--- config.mk ---
export PLATFORM = sky130hd
export DESIGN_NAME = ccr_acc
export DESIGN_NICKNAME = d
export VERILOG_FILES = /design/src/rtl/core/ccr_pkg.sv /design/src/rtl/core/ccr_acc.sv
export SDC_FILE = /design/constraint.sdc
export NUM_CORES = 1
export LEC_CHECK = 0
export BUFFER_PORTS_ARGS = -buffer_cell sky130_fd_sc_hd__buf_2
export CELL_PAD_IN_SITES_DETAIL_PLACEMENT = 1
export CELL_PAD_IN_SITES_GLOBAL_PLACEMENT = 1
export CORE_AREA = 2 2 146 148
export CTS_CLUSTER_SIZE = 20
export DETAILED_ROUTE_END_ITERATION = 10
export DIE_AREA = 0 0 148 150
export PLACE_DENSITY = 0.87
export SETUP_SLACK_MARGIN = 0.3
export SYNTH_ARGS = -nofsm -noshare
export SYNTH_HDL_FRONTEND = slang
export SYNTH_SLANG_ARGS = --single-unit
--- constraint.sdc ---
create_clock -name clk -period 8.06 [get_ports clk]
set_clock_uncertainty 0.15 [all_clocks]
set_input_delay 1.612 -clock clk [delete_from_list [all_inputs] [get_ports clk]]
set_output_delay 1.612 -clock clk [all_outputs]
set_load 0.02 [all_outputs]
--- src/rtl/core/ccr_pkg.sv ---
`timescale 1ns / 1ps

package ccr_pkg;

  localparam int MAX_RESULTS = 64;
  localparam int SCORE_W     = 31;
  localparam int COL_W       = 6;
  localparam int ROW_W       = 6;
  localparam int LINE_CNT_W  = 7;

  localparam logic [SCORE_W-1:0] SCORE_MAX = {SCORE_W{1'b1}};
  localparam logic [SCORE_W-1:0] SCORE_ONE = {{(SCORE_W-1){1'b0}}, 1'b1};

  typedef enum logic [1:0] {
    OP_LINE   = 2'd0,
    OP_CLOSE  = 2'd1,
    OP_FINISH = 2'd2
  } opcode_t;

  typedef struct packed {
    opcode_t                opcode;
    logic [COL_W-1:0]       column;
    logic [ROW_W-1:0]       row;
    logic [LINE_CNT_W-1:0]  remaining_ones;
    logic [LINE_CNT_W-1:0]  unknown_count;
  } in_item_t;

  typedef struct packed {
    logic [ROW_W-1:0]   out_row;
    logic [COL_W-1:0]   out_column;
    logic [SCORE_W-1:0] ones_score;
    logic [SCORE_W-1:0] zeros_score;
    logic               preferred;
    logic [SCORE_W-1:0] confidence;
    logic               valid_res;
    logic               last;
  } out_item_t;

  // one stored cell of the row
  typedef struct packed {
    logic [COL_W-1:0]   column;
    logic [SCORE_W-1:0] ones;
    logic [SCORE_W-1:0] zeros;
    logic [SCORE_W-1:0] conf;
    logic               pref;
  } entry_t;

  typedef struct packed {
    logic start;    // take a line factor pair
    logic restart;  // scores back to one
  } acc_ctrl_t;

endpackage

--- src/rtl/core/ccr_acc.sv ---
`timescale 1ns / 1ps

module ccr_acc
  import ccr_pkg::*;
(
  input  logic                  clk,
  input  logic                  rst_n,
  input  acc_ctrl_t             ctrl,
  input  logic [LINE_CNT_W-1:0] rem,
  input  logic [LINE_CNT_W-1:0] unk,
  output logic [SCORE_W-1:0]    ones,
  output logic [SCORE_W-1:0]    zeros,
  output logic                  busy
);

  localparam int PROD_W = SCORE_W + LINE_CNT_W;

  typedef enum logic [2:0] {
    A_IDLE  = 3'b001,
    A_ONES  = 3'b010,
    A_ZEROS = 3'b100
  } acc_state_t;

  acc_state_t              state_r, state_nxt;
  logic [SCORE_W-1:0]      ones_r, ones_nxt;
  logic [SCORE_W-1:0]      zeros_r, zeros_nxt;
  logic [LINE_CNT_W-1:0]   f1_r, f1_nxt;
  logic [LINE_CNT_W-1:0]   f0_r, f0_nxt;
  logic [SCORE_W-1:0]      mul_a;
  logic [LINE_CNT_W-1:0]   mul_b;
  logic [PROD_W-1:0]       prod;
  logic [SCORE_W-1:0]      prod_sat;

  // one shared multiplier, ones pass then zeros pass
  assign mul_a    = (state_r == A_ZEROS) ? zeros_r : ones_r;
  assign mul_b    = (state_r == A_ZEROS) ? f0_r : f1_r;
  assign prod     = {{LINE_CNT_W{1'b0}}, mul_a} * {{SCORE_W{1'b0}}, mul_b};
  assign prod_sat = (|prod[PROD_W-1:SCORE_W]) ? SCORE_MAX : prod[SCORE_W-1:0];

  always_comb begin
    state_nxt = state_r;
    ones_nxt  = ones_r;
    zeros_nxt = zeros_r;
    f1_nxt    = f1_r;
    f0_nxt    = f0_r;
    unique case (state_r)
      A_IDLE: begin
        if (ctrl.restart) begin
          ones_nxt  = SCORE_ONE;
          zeros_nxt = SCORE_ONE;
        end else if (ctrl.start) begin
          f1_nxt    = rem;
          f0_nxt    = (rem > unk) ? '0 : unk - rem;
          state_nxt = A_ONES;
        end
      end
      A_ONES: begin
        ones_nxt  = prod_sat;
        state_nxt = A_ZEROS;
      end
      A_ZEROS: begin
        zeros_nxt = prod_sat;
        state_nxt = A_IDLE;
      end
      default: state_nxt = A_IDLE;
    endcase
  end

  always_ff @(posedge clk) begin
    if (!rst_n) begin
      state_r <= A_IDLE;
      ones_r  <= SCORE_ONE;
      zeros_r <= SCORE_ONE;
    end else begin
      state_r <= state_nxt;
      ones_r  <= ones_nxt;
      zeros_r <= zeros_nxt;
    end
    f1_r <= f1_nxt;
    f0_r <= f0_nxt;
  end

  assign ones  = ones_r;
  assign zeros = zeros_r;
  assign busy  = (state_r != A_IDLE);

  a_start_idle: assert property (@(posedge clk) disable iff (!rst_n)
    (ctrl.start || ctrl.restart) |-> (state_r == A_IDLE))
    else $error("accumulator command while busy");

endmodule

==> metrics.yaml <==
clocking:
  cts.sinks: 79
  hold_buffers: 0
  clk_path_buf_depth: 2
  cts_made_buffers: 9
  cts_tree: "built"
  cts_root_buffer: "clkbuf_16"
  clk_pin_slew_ns: 0.08
  htreeDepth: 3
  insertion_delay_ns: 0.36
yosys:
  syn-num-nets: 1319
  synthAdderAreaFrac: 0.377
  ys_ff_latch: 79
  synth_top_family_by_area: "adder cells"
  synthMuxAreaShare: 0.0411
  synth_seq_area_share: 0.176
  synthSimpleGateAreaFrac: 0.163
  syn-cell-area_um2: 9800
  synth_xor_area_frac: 0.0295
  synth-edff-count: 14
  yosys_warnings: 0
  ys_async_sr_fraction: 0
  synth_ff_type: "dfxtp_1"
  synth_area_per_cell_um2: 8.97
  synth_compound_area_frac: 0.142
  postSynthCellCount: 1093
  ys_types: 55
power_and_ir_drop:
  total_power_mw: 0.939
  p_per_area_nw_per_um2: 84.5
  ir_worst_vdd_v: 0.0000931
  total_leakage_power_nw: 5.59
hold_path:
  holdPathStages: 2
  hold_end: "ones[18]$_SDFFE_PN0P_"
  hold_class: "reg2reg"
  min_from: "ones[18]$_SDFFE_PN0P_"
die:
  die_area_um2: 22200
  start_util: 0.474
  rows: 53
  die_w_um: 148
  io_pins: 81
  fp.dieH_um: 150
  coreArea_um2: 20700
placement:
  gp_congestion: 0.929
  io_buffer_count: 80
  place_hpwl_um: 24400
  dp_cells: 1444
global_route:
  antenna_found_initial: 0
  grt_overflow: 0
  grt_pass1_vias: 9732
  track_usage: 0.296
  grt_max_degree: 32
  grt_pass1_wl_um: 51000
routing:
  routed_via_density: 5.92
  avgRoutedWirePerCell_um: 21.7
  vias: 8665
  dr.pass1.iters: 5
  drc: 0
  antenna_left: 0
  drt_iter0_markers: 529
  wl_um: 31700
sta:
  setup_tns_ns: 0
  rsz0062_at_grt: "false"
  fin_crit_ns: 7.53
  max_freq_mhz: 133
  final_max_slew_viol_count: 0
  worstMarginPinSlew_ns: 1.19
  slew-limit-headroom: 0.208
  setup_violations: 0
  holdWs_ns: 0.357
  hold_viol: 0
  finalCritPeriodShare: 0.935
setup_path:
  slowest_delay_ns: 0.58
  crit_type: "reg2reg"
  reg2reg_from: "state_r[2]$_SDFFE_PN0P_"
  path_cells: "nor3b_2, buf_12, mux2i_1, buf_4, nor2_1, fa_1, fa_1, fa_1, inv_1, fa_1, inv_1, ha_1, nand2_1, nor3_1, a31oi_1, a21oi_2, a21oi_2, or3_1, a32o_1, nor4_4, nor2_1, buf_4, a221o_1"
  cp_top_family: "adder cells"
  critical_path_depth: 23
  crit_top_cell: "fa_1"
  critPathSlowestCell: "fa_1"
  crit_arrival_ns: 7.62
  critical_path.startpoint_type: "register"
  r2r_end: "zeros[4]$_SDFFE_PN0P_"
  rrSetupSlack_ns: 0.53
  cp.buffers_inverters: 5
  cp_max_fo: 22
  endpoint_kind: "register"
  r2r_cells: 23
  required_ns: 8.15
finish:
  synthToLayoutAreaGrowth_pct: 13.3
  fin_nets: 1409
  antenna_cells: 0
  fin_cells: 1463
  drive_above_1_share: 0.153
flow_run:
  maxCapViolations: 0
status:
  status: "complete, no violations"
## cells in the final DEF, fill, tap and decap left out, drive strengths merged, types with 10 or more instances in the layout
cell and count:
xnor2 17, a221o 46, mux2i 38, fa 145, nand3 10, o211ai 16, nand2 45, ha 63
nor2 212, a21o 25, a21oi 49, edfxtp 14, or2 18, inv 141, buf 126, xor2 16
nand2b 25, dfxtp 65, o21ai 25
## worst register-to-register path: stages (launching register included)
cell     delay [ns]
dfxtp_1        0.39
nor3b_2        0.31
buf_12         0.27
mux2i_1        0.45
buf_4          0.24
nor2_1         0.07
fa_1           0.58
fa_1           0.44
fa_1           0.52
inv_1          0.07
fa_1           0.53
inv_1          0.06
ha_1           0.38
nand2_1        0.15
nor3_1         0.32
a31oi_1        0.21
a21oi_2        0.28
a21oi_2        0.15
or3_1          0.36
a32o_1         0.28
nor4_4         0.40
nor2_1         0.27
buf_4          0.27
a221o_1        0.30
## final cells by class
type	instances	area [µm²]
Clock buffer	9	225
Fill cell	2434	9590
Tap cell	275	344
Multi-Input combinational cell	829	7450
Clock inverter	7	83.8
Timing Repair Buffer	126	762
Inverter	138	518
Sequential cell	79	1720
## cells by family after synthesis
kind of cell	after synthesis
xor gates and xnor gates	33
and+or+nand+nor	357
adders and majority gates	208
muxes	40
buffers and inverters	185
DFF	79
AOI/OAI and AO/OA	191
## flip-flops by register name, summed over array words and instances (netlist names)
register and count:
f0_r 7, f1_r 7, ones 31, state_r 3, zeros 31
## worst max path at each step
| stage | end | slack [ns] | from |
|---|---|---|---|
| after detailed placement | zeros[4]$_SDFFE_PN0P_ | 0.62 | state_r[2]$_SDFFE_PN0P_ |
| after CTS | zeros[4]$_SDFFE_PN0P_ | 0.39 | state_r[2]$_SDFFE_PN0P_ |
| after floorplan | ones[10]$_SDFFE_PN0P_ | 1.02 | state_r[2]$_SDFFE_PN0P_ |
| after global routing | zeros[13]$_SDFFE_PN0P_ | 0.31 | state_r[2]$_SDFFE_PN0P_ |
| after global placement | zeros[4]$_SDFFE_PN0P_ | 0.88 | state_r[2]$_SDFFE_PN0P_ |
| final | zeros[4]$_SDFFE_PN0P_ | 0.53 | state_r[2]$_SDFFE_PN0P_ |
## timing repair
item / CTS / global route
gates resized for setup: 0 / 6
setup endpoints to repair: 0 / 28
setup buffers: 0 / 3
## Yosys cell counts, drive strengths merged, types with 3 or more instances
library cell | n | area share
dfxtp | 65 | 0.13
a21oi | 49 | 0.026
o21a | 4 | 0.0031
nand2b | 25 | 0.016
mux2i | 38 | 0.039
xnor2 | 17 | 0.015
nand3 | 10 | 0.0051
nor3b | 5 | 0.0038
nand2 | 45 | 0.017
a21o | 25 | 0.019
clkbuf | 37 | 0.014
o21ai | 25 | 0.013
a221o | 46 | 0.047
nor2b | 6 | 0.0038
or2 | 18 | 0.011
nor3 | 9 | 0.0046
buf | 10 | 0.0050
edfxtp | 14 | 0.043
nor4 | 3 | 0.0034
ha | 63 | 0.080
nor2 | 212 | 0.081
o211ai | 16 | 0.012
xor2 | 16 | 0.014
nand4 | 9 | 0.0057
o21bai | 5 | 0.0038
and2 | 6 | 0.0038
inv | 137 | 0.052
fa | 145 | 0.30
## per-layer routing
| layer | vias to the layer above | global-route usage | routed length (µm) |
|---|---|---|---|
| met2 | 300 | 0.559 | 17600 |
| li1 | 3801 | - | - |
| met5 | - | 0 | 0 |
| met3 | 122 | 0.0393 | 1250 |
| met1 | 4442 | 0.316 | 11300 |
| met4 | 0 | 0.170 | 1620 |
## where the power goes
| group | internal [mW] | switching (mW) | leakage (nW) |
|---|---|---|---|
| logic | 0.0281 | 0.0538 | 4.79 |
| registers | 0.407 | 0.00288 | 0.655 |
| clock network | 0.247 | 0.200 | 0.149 |
## stage by stage
step            util  cell area, µm²  worst slack, ns
6_report       0.537           11100            0.526
5_1_grt        0.537           11100            0.306
4_1_cts        0.534           11000            0.387
3_5_place_dp   0.519           10700            0.623
3_3_place_gp   0.519           10700            0.883
2_1_floorplan      -            9800             1.02
Power figures use the tool's default switching activity.
